[src/sv/ptsc_pkg.sv]
// types and constants shared by the priority task scheduler
// slot record layout, opcodes, status codes, table access request, result bundle and sequencer states
// no dependencies
package ptsc_pkg;

    localparam int SLOT_W = 4;

    typedef logic [SLOT_W-1:0] slot_t;

    typedef enum logic [1:0] {
        OP_TICK   = 2'd0,
        OP_SLEEP  = 2'd1,
        OP_CREATE = 2'd2,
        OP_REINIT = 2'd3
    } opcode_t;

    typedef enum logic [2:0] {
        STAT_SCHED   = 3'd0,
        STAT_CREATED = 3'd1,
        STAT_FULL    = 3'd2,
        STAT_IGNORED = 3'd3,
        STAT_REINIT  = 3'd4
    } status_t;

    typedef struct packed {
        slot_t       succ;
        logic [7:0]  prio;
        logic        sleeping;
        logic [31:0] sleep_left;
        logic [31:0] ctx;
        logic [31:0] cpu;
        logic [31:0] id;
    } slot_rec_t;

    typedef struct packed {
        logic      re;
        slot_t     raddr;
        logic      we;
        slot_t     waddr;
        slot_rec_t wdata;
    } mem_req_t;

    typedef struct packed {
        logic [31:0] ctx;
        slot_t       slot;
        logic [31:0] id;
        logic [31:0] cpu;
        slot_t       tasks;
        logic [31:0] new_id;
        status_t     status;
    } result_t;

    typedef enum logic [3:0] {
        S_INIT,
        S_IDLE,
        S_RD_CUR,
        S_CUR_DAT,
        S_CR_WR,
        S_W1_RD,
        S_W1_DAT,
        S_W2_RD,
        S_W2_DAT,
        S_PICK_RD,
        S_PICK_DAT,
        S_DONE
    } state_t;

    function automatic slot_rec_t main_rec();
        slot_rec_t r;
        r      = '0;
        r.prio = 8'd1;
        return r;
    endfunction

endpackage

[src/sv/priority_task_scheduler.sv]
// priority task scheduler top level: sequencer, task table and output register
// tick and sleep walk the ring counting sleepers down, then scan it for the highest priority;
// reinitialise, ignored sleep, full pool and create finish without a walk
// one item at a time: the input stays closed through the ring walks until the result is handed on
// reset: aresetn low clears current slot, task count and id counter (id restarts at one);
// after release, slot 0 is written as the main task before beats are taken
module priority_task_scheduler
    import ptsc_pkg::*;
#(
    parameter int POOL_SIZE = 8
) (
    input  logic         aclk,
    input  logic         aresetn,
    // s_tdata: context_ptr[31:0], task_priority[39:32], sleep_length[71:40]
    input  logic         s_tvalid,
    output logic         s_tready,
    input  logic [71:0]  s_tdata,
    // s_tuser: opcode[1:0]
    input  logic [1:0]   s_tuser,
    // m_tdata: resume_context[31:0], running_slot[35:32], running_id[67:36],
    // running_cpu_time[99:68], tasks_present[103:100], new_id[135:104]
    output logic         m_tvalid,
    input  logic         m_tready,
    output logic [135:0] m_tdata,
    // m_tuser: status[2:0]
    output logic [2:0]   m_tuser
);

    mem_req_t  req;
    slot_rec_t rdata;
    result_t   res;
    logic      res_valid;
    logic      res_ready;

    logic         m_tvalid_reg, m_tvalid_next;
    logic [135:0] m_tdata_reg, m_tdata_next;
    logic [2:0]   m_tuser_reg, m_tuser_next;

    // sequencer owns all table traffic
    ptsc_ctrl #(
        .POOL_SIZE(POOL_SIZE)
    ) u_ctrl (
        .aclk     (aclk),
        .aresetn  (aresetn),
        .in_valid (s_tvalid),
        .in_ready (s_tready),
        .in_op    (opcode_t'(s_tuser)),
        .in_ctx   (s_tdata[31:0]),
        .in_prio  (s_tdata[39:32]),
        .in_len   (s_tdata[71:40]),
        .req      (req),
        .rdata    (rdata),
        .res_valid(res_valid),
        .res_ready(res_ready),
        .res      (res)
    );

    ptsc_table #(
        .POOL_SIZE(POOL_SIZE)
    ) u_table (
        .aclk (aclk),
        .req  (req),
        .rdata(rdata)
    );

    // output register frees the sequencer while a result beat waits
    assign res_ready = !m_tvalid_reg || m_tready;

    always_comb begin
        m_tvalid_next = m_tvalid_reg;
        m_tdata_next  = m_tdata_reg;
        m_tuser_next  = m_tuser_reg;
        if (m_tvalid_reg && m_tready) begin
            m_tvalid_next = 1'b0;
        end
        if (res_valid && res_ready) begin
            m_tvalid_next = 1'b1;
            m_tdata_next  = {res.new_id, res.tasks, res.cpu, res.id, res.slot, res.ctx};
            m_tuser_next  = res.status;
        end
    end

    always_ff @(posedge aclk) begin
        if (!aresetn) begin
            m_tvalid_reg <= 1'b0;
        end else begin
            m_tvalid_reg <= m_tvalid_next;
        end
    end

    always_ff @(posedge aclk) begin
        m_tdata_reg <= m_tdata_next;
        m_tuser_reg <= m_tuser_next;
    end

    assign m_tvalid = m_tvalid_reg;
    assign m_tdata  = m_tdata_reg;
    assign m_tuser  = m_tuser_reg;

    // an accepted beat keeps the input closed on the next cycle
    a_busy_after_accept: assert property (@(posedge aclk) disable iff (!aresetn)
        s_tvalid && s_tready |=> !s_tready)
        else $error("input ready straight after accept");

    // a reinitialise result always reports the main task
    a_reinit_main: assert property (@(posedge aclk) disable iff (!aresetn)
        m_tvalid && m_tuser == STAT_REINIT |-> m_tdata[35:32] == 4'd0)
        else $error("reinitialise result not on main slot");

    // reported slot stays inside the table
    a_slot_range: assert property (@(posedge aclk) disable iff (!aresetn)
        m_tvalid |-> m_tdata[35:32] <= 4'(POOL_SIZE))
        else $error("running slot outside table");

endmodule

[src/sv/ptsc_table.sv]
// task table memory: one write port, one read port with registered data
// depends on ptsc_pkg
module ptsc_table
    import ptsc_pkg::*;
#(
    parameter int POOL_SIZE = 8
) (
    input  logic      aclk,
    input  mem_req_t  req,
    output slot_rec_t rdata
);

    localparam int NSLOTS = POOL_SIZE + 1;
    localparam int ADDR_W = $clog2(NSLOTS);

    slot_rec_t mem [NSLOTS];
    slot_rec_t rdata_reg;

    always_ff @(posedge aclk) begin
        if (req.we) begin
            mem[req.waddr[ADDR_W-1:0]] <= req.wdata;
        end
        if (req.re) begin
            rdata_reg <= mem[req.raddr[ADDR_W-1:0]];
        end
    end

    assign rdata = rdata_reg;

endmodule

[src/sv/ptsc_ctrl.sv]
// scheduler sequencer: read-modify-write walks over the task table ring
// depends on ptsc_pkg, drives ptsc_table through a mem_req_t
module ptsc_ctrl
    import ptsc_pkg::*;
#(
    parameter int POOL_SIZE = 8
) (
    input  logic        aclk,
    input  logic        aresetn,
    input  logic        in_valid,
    output logic        in_ready,
    input  opcode_t     in_op,
    input  logic [31:0] in_ctx,
    input  logic [7:0]  in_prio,
    input  logic [31:0] in_len,
    output mem_req_t    req,
    input  slot_rec_t   rdata,
    output logic        res_valid,
    input  logic        res_ready,
    output result_t     res
);

    state_t      state_reg, state_next;
    opcode_t     op_reg, op_next;
    logic [31:0] ctx_reg, ctx_next;
    logic [7:0]  prio_reg, prio_next;
    logic [31:0] len_reg, len_next;
    slot_t       cur_reg, cur_next;
    slot_t       count_reg, count_next;
    logic [31:0] nid_reg, nid_next;
    slot_t       t_reg, t_next;
    slot_t       start_reg, start_next;
    slot_t       best_reg, best_next;
    logic [7:0]  bprio_reg, bprio_next;
    logic        found_reg, found_next;
    slot_rec_t   hold_reg, hold_next;
    result_t     res_reg, res_next;

    always_ff @(posedge aclk) begin
        if (!aresetn) begin
            state_reg <= S_INIT;
            cur_reg   <= '0;
            count_reg <= '0;
            nid_reg   <= 32'd1;
        end else begin
            state_reg <= state_next;
            cur_reg   <= cur_next;
            count_reg <= count_next;
            nid_reg   <= nid_next;
        end
    end

    always_ff @(posedge aclk) begin
        op_reg    <= op_next;
        ctx_reg   <= ctx_next;
        prio_reg  <= prio_next;
        len_reg   <= len_next;
        t_reg     <= t_next;
        start_reg <= start_next;
        best_reg  <= best_next;
        bprio_reg <= bprio_next;
        found_reg <= found_next;
        hold_reg  <= hold_next;
        res_reg   <= res_next;
    end

    always_comb begin
        slot_rec_t r;
        slot_t     s;
        state_next = state_reg;
        op_next    = op_reg;
        ctx_next   = ctx_reg;
        prio_next  = prio_reg;
        len_next   = len_reg;
        cur_next   = cur_reg;
        count_next = count_reg;
        nid_next   = nid_reg;
        t_next     = t_reg;
        start_next = start_reg;
        best_next  = best_reg;
        bprio_next = bprio_reg;
        found_next = found_reg;
        hold_next  = hold_reg;
        res_next   = res_reg;
        req        = '0;
        in_ready   = 1'b0;
        res_valid  = 1'b0;
        r          = rdata;
        s          = count_reg + slot_t'(1);

        case (state_reg)
            S_INIT: begin
                req.we     = 1'b1;
                req.waddr  = '0;
                req.wdata  = main_rec();
                state_next = S_IDLE;
            end
            S_IDLE: begin
                in_ready = 1'b1;
                if (in_valid) begin
                    op_next   = in_op;
                    ctx_next  = in_ctx;
                    prio_next = in_prio;
                    len_next  = in_len;
                    if (in_op == OP_REINIT) begin
                        req.we         = 1'b1;
                        req.waddr      = '0;
                        req.wdata      = main_rec();
                        cur_next       = '0;
                        count_next     = '0;
                        res_next       = '0;
                        res_next.status = STAT_REINIT;
                        state_next     = S_DONE;
                    end else begin
                        state_next = S_RD_CUR;
                    end
                end
            end
            S_RD_CUR: begin
                req.re     = 1'b1;
                req.raddr  = cur_reg;
                state_next = S_CUR_DAT;
            end
            S_CUR_DAT: begin
                res_next.ctx    = r.ctx;
                res_next.slot   = cur_reg;
                res_next.id     = r.id;
                res_next.cpu    = r.cpu;
                res_next.new_id = '0;
                if (op_reg == OP_CREATE) begin
                    if (count_reg >= slot_t'(POOL_SIZE)) begin
                        res_next.status = STAT_FULL;
                        state_next      = S_DONE;
                    end else begin
                        // new slot goes in right after the current one
                        req.we            = 1'b1;
                        req.waddr         = s;
                        req.wdata         = '0;
                        req.wdata.succ    = r.succ;
                        req.wdata.prio    = prio_reg;
                        req.wdata.ctx     = ctx_reg;
                        req.wdata.id      = nid_reg;
                        hold_next         = r;
                        hold_next.succ    = s;
                        count_next        = s;
                        nid_next          = nid_reg + 32'd1;
                        res_next.new_id   = nid_reg;
                        res_next.status   = STAT_CREATED;
                        state_next        = S_CR_WR;
                    end
                end else if (op_reg == OP_SLEEP && len_reg == 32'd0) begin
                    res_next.status = STAT_IGNORED;
                    state_next      = S_DONE;
                end else begin
                    req.we    = 1'b1;
                    req.waddr = cur_reg;
                    req.wdata = r;
                    req.wdata.ctx = ctx_reg;
                    if (op_reg == OP_SLEEP) begin
                        req.wdata.sleeping   = 1'b1;
                        req.wdata.sleep_left = len_reg;
                    end
                    start_next = r.succ;
                    t_next     = cur_reg;
                    state_next = S_W1_RD;
                end
            end
            S_CR_WR: begin
                req.we     = 1'b1;
                req.waddr  = cur_reg;
                req.wdata  = hold_reg;
                state_next = S_DONE;
            end
            S_W1_RD: begin
                req.re     = 1'b1;
                req.raddr  = t_reg;
                state_next = S_W1_DAT;
            end
            S_W1_DAT: begin
                // count down a sleeper and wake it at zero
                if (r.sleeping) begin
                    if (r.sleep_left != 32'd0) begin
                        r.sleep_left = r.sleep_left - 32'd1;
                    end
                    if (r.sleep_left == 32'd0) begin
                        r.sleeping = 1'b0;
                    end
                end
                req.we    = 1'b1;
                req.waddr = t_reg;
                req.wdata = r;
                t_next    = r.succ;
                if (r.succ == cur_reg) begin
                    t_next     = start_reg;
                    bprio_next = '0;
                    found_next = 1'b0;
                    best_next  = '0;
                    state_next = S_W2_RD;
                end else begin
                    state_next = S_W1_RD;
                end
            end
            S_W2_RD: begin
                req.re     = 1'b1;
                req.raddr  = t_reg;
                state_next = S_W2_DAT;
            end
            S_W2_DAT: begin
                // strictly greater, so the first met wins a tie
                if (!r.sleeping && r.prio > bprio_reg) begin
                    bprio_next = r.prio;
                    best_next  = t_reg;
                    found_next = 1'b1;
                end
                t_next = r.succ;
                if (r.succ == start_reg) begin
                    state_next = S_PICK_RD;
                end else begin
                    state_next = S_W2_RD;
                end
            end
            S_PICK_RD: begin
                if (found_reg) begin
                    cur_next = best_reg;
                end
                req.re     = 1'b1;
                req.raddr  = found_reg ? best_reg : cur_reg;
                state_next = S_PICK_DAT;
            end
            S_PICK_DAT: begin
                r.cpu     = r.cpu + 32'd1;
                req.we    = 1'b1;
                req.waddr = cur_reg;
                req.wdata = r;
                res_next.ctx    = r.ctx;
                res_next.slot   = cur_reg;
                res_next.id     = r.id;
                res_next.cpu    = r.cpu;
                res_next.new_id = '0;
                res_next.status = STAT_SCHED;
                state_next      = S_DONE;
            end
            S_DONE: begin
                res_valid = 1'b1;
                if (res_ready) begin
                    state_next = S_IDLE;
                end
            end
            default: begin
                state_next = S_IDLE;
            end
        endcase
    end

    always_comb begin
        res       = res_reg;
        res.tasks = count_reg + slot_t'(1);
    end

endmodule
[config.mk]
export PLATFORM = sky130hd
export DESIGN_NAME = priority_task_scheduler
export DESIGN_NICKNAME = d
export VERILOG_FILES = /design/src/sv/ptsc_pkg.sv /design/src/sv/priority_task_scheduler.sv /design/src/sv/ptsc_table.sv /design/src/sv/ptsc_ctrl.sv
export SDC_FILE = /design/constraint.sdc
export NUM_CORES = 2
export LEC_CHECK = 0
export ABC_AREA = 1
export BUFFER_PORTS_ARGS = -buffer_cell sky130_fd_sc_hd__buf_2
export CAP_MARGIN = 20
export CORE_MARGIN = 4
export CORE_UTILIZATION = 25
export CTS_CLUSTER_DIAMETER = 50
export CTS_CLUSTER_SIZE = 25
export DETAILED_ROUTE_END_ITERATION = 8
export MAX_ROUTING_LAYER = met4
export PLACE_DENSITY = 0.4
export SYNTH_ARGS = -nofsm -noshare
export SYNTH_HDL_FRONTEND = slang
export SYNTH_SLANG_ARGS = --single-unit
[constraint.sdc]
create_clock -name aclk -period 33.2 [get_ports aclk]
set_input_delay 4.98 -clock aclk [delete_from_list [all_inputs] [get_ports aclk]]
set_output_delay 4.98 -clock aclk [all_outputs]
set_load 0.1 [all_outputs]
* After elaboration in Yosys (flattened, before gate mapping)
Memory sizes are Yosys's and may differ from the RTL's. A register that Yosys moved wholly into a read port is not among the register bits.
Cells that the tools add are included.
** Word-level totals
- Flip-flop bits (word level) :: 555
- Memory bits (writable) :: 1269
- Input port bits :: 78
- Memories :: 1
** Memories
- u_table.mem :: depth 9, bits a word 141, read ports 1, clocked after memory_dff 1, write ports 1, RTL line ptsc_table.sv:16 : slot_rec_t mem [NSLOTS];
** Cells by class
- $add $sub $neg :: 4
- Order comparisons :: 2
- Equality and inequality tests :: 26
- Mux-type cells :: 57
- Bitwise logic cells :: 3
- Reduce and logical (&&, ||, !) cells :: 29
** Operator list (number)
- 146-bit case mux with 6 select lines :: 1
- 146-bit two-way mux :: 5
- 100-bit case mux with 3 select lines :: 1
- 139-bit two-way mux :: 2
- 32-bit two-way mux :: 5
- 35-bit case mux with 3 select lines :: 1
- 4-bit two-way mux :: 17
- 33-bit two-way mux :: 2
- 32-bit by 1-bit adder with 32-bit output, second input constant :: 2
- 32-bit zero test :: 2
- 4-bit case mux with 10 select lines :: 1
- 32-bit nonzero test :: 1
- 32-bit by 1-bit subtractor with 32-bit output, second input constant :: 1
- 4-bit case mux with 2 select lines :: 3
- 3-bit AND reduction :: 6
- 4-bit by 3-bit == test with 1-bit output, second input constant :: 4
- 4-bit == test, second input constant :: 4
- 8-bit two-way mux :: 2
- 8-bit case mux with 2 select lines :: 1
- 5-bit case mux with 3 select lines :: 1
- 4-bit case mux with 3 select lines :: 1
- 2-bit inequality test, second input constant :: 5
- 1-bit two-way mux :: 9
- 4-bit by 2-bit == test with 1-bit output, second input constant :: 2
- other kinds (23) :: 42

* Longest topological paths before layout
- Depth after elaboration :: 10
- Gate-level depth with buffers :: 15

* Cells and area by module
From an unflattened synthesis, not the netlist that was laid out.
** Unflattened totals
- Cells, all modules :: 7345
- Area total of the unflattened synthesis :: 82191.3 um^2
** By module, submodules not included
- ptsc_table :: times used 1, cells each 5067, area an instance 57878.0 um^2, sequential area each 42340.6 um^2
- ptsc_ctrl :: times used 1, cells each 2132, area an instance 20088.0 um^2, sequential area each 12021.5 um^2
- priority_task_scheduler :: times used 1, cells each 146, area an instance 4225.3 um^2, sequential area each 4194.0 um^2

* Least setup slack after synthesis
Ideal clock, no wire load.
- Path kind :: input -> register
- Start point :: input m_tready
- End point :: register m_tdata_reg[0] (netlist: m_tdata[0]) (enable)
- Arrival :: 14.453 ns
- Path slack :: 17.937 ns
- Stages on the path :: 2
- Path through :: nor2_1 nor3_1
** Between the ends
- Cells in the longest elaborated chain, start to end :: 2
** Ends and longest elaborated chain
- start, declared :: RTL line priority_task_scheduler.sv:23 : input logic m_tready,
- 1-bit logical OR :: RTL line priority_task_scheduler.sv:67 : assign res_ready = !m_tvalid_reg || m_tready;
- 1-bit logical AND :: RTL line priority_task_scheduler.sv:76 : if (res_valid && res_ready) begin
- end signal, assigned :: RTL line priority_task_scheduler.sv:92 : m_tdata_reg <= m_tdata_next;
- end, declared :: RTL line priority_task_scheduler.sv:36 : logic [135:0] m_tdata_reg, m_tdata_next;
No other way between the ends.
A chain may end at the register's enable or synchronous reset.

* Worst setup path after layout
- Start point :: input s_tuser[0]
- End point :: memory u_table.mem[0][98] (netlist name) (enable)
** Between the ends
- Cells in the longest elaborated chain, start to end :: 6
** Ends and longest elaborated chain
- start, declared :: RTL line priority_task_scheduler.sv:19 : input logic [1:0] s_tuser,
- 2-bit == test :: RTL line ptsc_ctrl.sv:105 : if (in_op == OP_REINIT) begin
- 146-bit two-way mux :: RTL line ptsc_ctrl.sv:105
- 146-bit two-way mux :: RTL line ptsc_ctrl.sv:100 : if (in_valid) begin
- 146-bit case mux with 6 select lines :: RTL line ptsc_ctrl.sv:91 : case (state_reg)
- 1-bit two-way mux :: RTL line ptsc_table.sv:20 : if (req.we) begin
- 1-bit two-way mux (implied by the code) :: RTL line ptsc_table.sv:21 : mem[req.waddr[ADDR_W-1:0]] <= req.wdata;
- end, declared :: RTL line ptsc_table.sv:16
No other way between the ends.

==> out/results.ini <==
[place]
gp_congestion = 0.7988
placed_cells = 10526
port_buffers = 218
hpwl_um = 120400

[floorplan]
die_h_um = 572.8
row_count = 207
fp.coreArea_sq_um = 317800
start_util = 0.2510
io_pins = 219
die_w_um = 572.8
die_area_sq_um = 328200

[outcome]
outcome = finished, final reports clean

[sta]
max_freq_mhz = 125.4
finalCritPeriodShare = 0.2403
finalCriticalPeriod_ns = 7.977
slew_violations = 0
fin_setup_tns_ns = 0
final_hold_viol_count = 0
rsz0062_at_grt = no
fin_worst_skew_ns = 0.06082
finalHoldWorstSlack_ns = 0.4164
tightest_slew_ns = 1.121
relSlewSlack = 0.2530
setup_viol = 0

[routing]
routed_wl_um = 226400
wire_per_inst_um = 20.50
vias_per_cell = 4.412
drtAntennaViolNets = 0
drt-initial-drc-count = 3523
drcViolationCount = 0
first_pass_iters = 6
vias = 48731

[final_layout]
final_cell_mix = 1920 x edfxtp_1, 1047 x nand2_1, 961 x inv_1, 634 x o211ai_1, 442 x nand3_1
fill_cells = 32044
largest_reg_flops = 1269
area_growth_pct = 19.41
mostFrequentLayoutCell = edfxtp_1
layout-drive-gt1-share = 0.1202
multiInputGateArea_sq_um = 16200
final_nets = 6728
fin_cells = 11045
seqCellArea_sq_um = 58560

[synth]
synth_area_sq_um = 79760
synth_largest_area_cell = edfxtp_1
synth_cell_types = 46
syn_nets = 6462
syn-instance-count = 6371
yosysSeqAreaShare = 0.7341
yosysWarnings = 0
syn_area_per_cell_sq_um = 12.52
ys_top_cells_by_area = edfxtp_1 72%, o211ai_1 6.0%, nand2_1 4.9%
ys_seq_elements = 1965
synth_top_cell_area_share = 0.7228

[setup_path]
required_ns = 33.67
ff2ff_path_depth = 15
cp-end-kind = flip-flop
cp_data_arrival_time_ns = 8.45
setup.worst_path.class = in -> reg
start_kind = primary input
cp_max_fo = 43

[power]
comb_power_share = 0.151
p_int_mw = 5.411
p_total_mw = 7.701
peakVddDrop_v = 0.00008011
pwr_density_cell_nw_per_um2 = 80.86
power_frac_clock = 0.395
p_leak_nw = 33.27
pwr-share-seq = 0.454
power_switching_mw = 2.290
switching_share = 0.2974

[clocking]
cts_buffers = 276
cts_tree = done
post_cts_buffers = 0
clock_path_buffers = 4
cts-resized-gates = 0
ctsHoldBuffers = 0
clock_latency_ns = 0.90
cts.clk_slew.worst_paths_ns = 0.07
clock_sinks = 1965
htree_levels = 5
clock-root-buffer = clkbuf_16

[grt]
grt_usage = 0.1377
grt_pass1_vias = 47965
grt_start_max_net_pins = 229
grt_overflow = 0
antenna_found_initial = 11
grt_pass1_wl_um = 332400

[min_path]
hold_path.class = reg -> reg
min_path_cells = 0

[job]
drv_cap = 0

[cell type report]
class	count	area share
Multi-Input combinational cell	3108	0.1701
Timing Repair Buffer	315	0.02081
Tap cell	4180	0.05491
Inverter	971	0.03856
Clock inverter	200	0.02571
Clock buffer	302	0.07499
Antenna cell	4	0.0001051
Sequential cell	1965	0.6148
[cell families after synthesis]
logic type / count (synthesis) / share of synthesized area
flops: 1965 / 0.7341
xor+xnor: 30 / 0.003294
simple gates: 1869 / 0.09771
fa+ha+maj: 13 / 0.002039
compound gates: 1196 / 0.09795
buf+inv: 1298 / 0.06488
[routing by layer]
| layer | up-vias | track usage | wire length [um] |
|---|---|---|---|
| met5 | - | - | 0 |
| met4 | 0 | 0.03933 | 5798 |
| met3 | 349 | 0.01969 | 9748 |
| met2 | 1101 | 0.2140 | 103200 |
| met1 | 23996 | 0.1876 | 107600 |
| li1 | 23285 | - | - |
[power by group through the flow]
stage	logic (mW)	registers (mW)	clock network (mW)
floorplan	0.709	3.55	0
global placement	1.18	3.55	0
detailed placement	1.19	3.55	0
CTS	1.20	3.51	3.13
global route	1.31	3.53	3.24
finish	1.16	3.50	3.04
[critical path, stage by stage]
cell and delay (ns):
buf_2 0.09, nand2_1 0.16, o31ai_1 0.37, or2_2 0.18, nor2_1 0.05, nor2_1 0.13, nand2_1 0.10, nor2_4 0.72
buf_4 0.75, buf_4 0.81
[Yosys cell counts (all sizes together)]
library cell,number
o22ai,2
a32oi,4
a41oi,1
a31oi,4
a21oi,106
edfxtp,1920
o211ai,636
or2,6
xor2,26
clkbuf,125
a21o,2
nor3,38
o2111ai,16
a22o,4
nand2,1053
buf,202
nand4,31
nand3b,3
nor3b,1
nand3,442
clkinv,2
xnor2,4
a22oi,29
a211oi,2
o21a,4
ha,13
o31ai,1
inv,969
dfxtp,45
a221oi,1
o221ai,5
o21bai,1
nor4,8
nor2,287
o21ai,378
[per-stage QoR]
stage | setup slack [ns] | util | area (sq um)
3_3_place_gp | 24.09 | 0.2691 | 85520
5_1_grt | 24.96 | 0.2997 | 95240
3_5_place_dp | 24.15 | 0.2692 | 85540
4_1_cts | 25.11 | 0.2994 | 95130
6_report | 25.22 | 0.2997 | 95240
2_1_floorplan | 17.94 | - | 79760
[worst paths after layout]
check             slack [ns]                        startpoint                      endpoint
setup / recovery       25.22                        s_tuser[0]  u_table.mem[0][98]$_DFFE_PP_
hold reg to reg         0.42          u_ctrl.res[48]$_DFFE_PP_         m_tdata[77]$_DFFE_PP_
hold / removal          0.42          u_ctrl.res[48]$_DFFE_PP_         m_tdata[77]$_DFFE_PP_
setup reg to reg       27.10  u_ctrl.state_reg[0]$_SDFFE_PN0P_   u_table.rdata[73]$_DFFE_PN_
(Power assumes the default switching activity.)
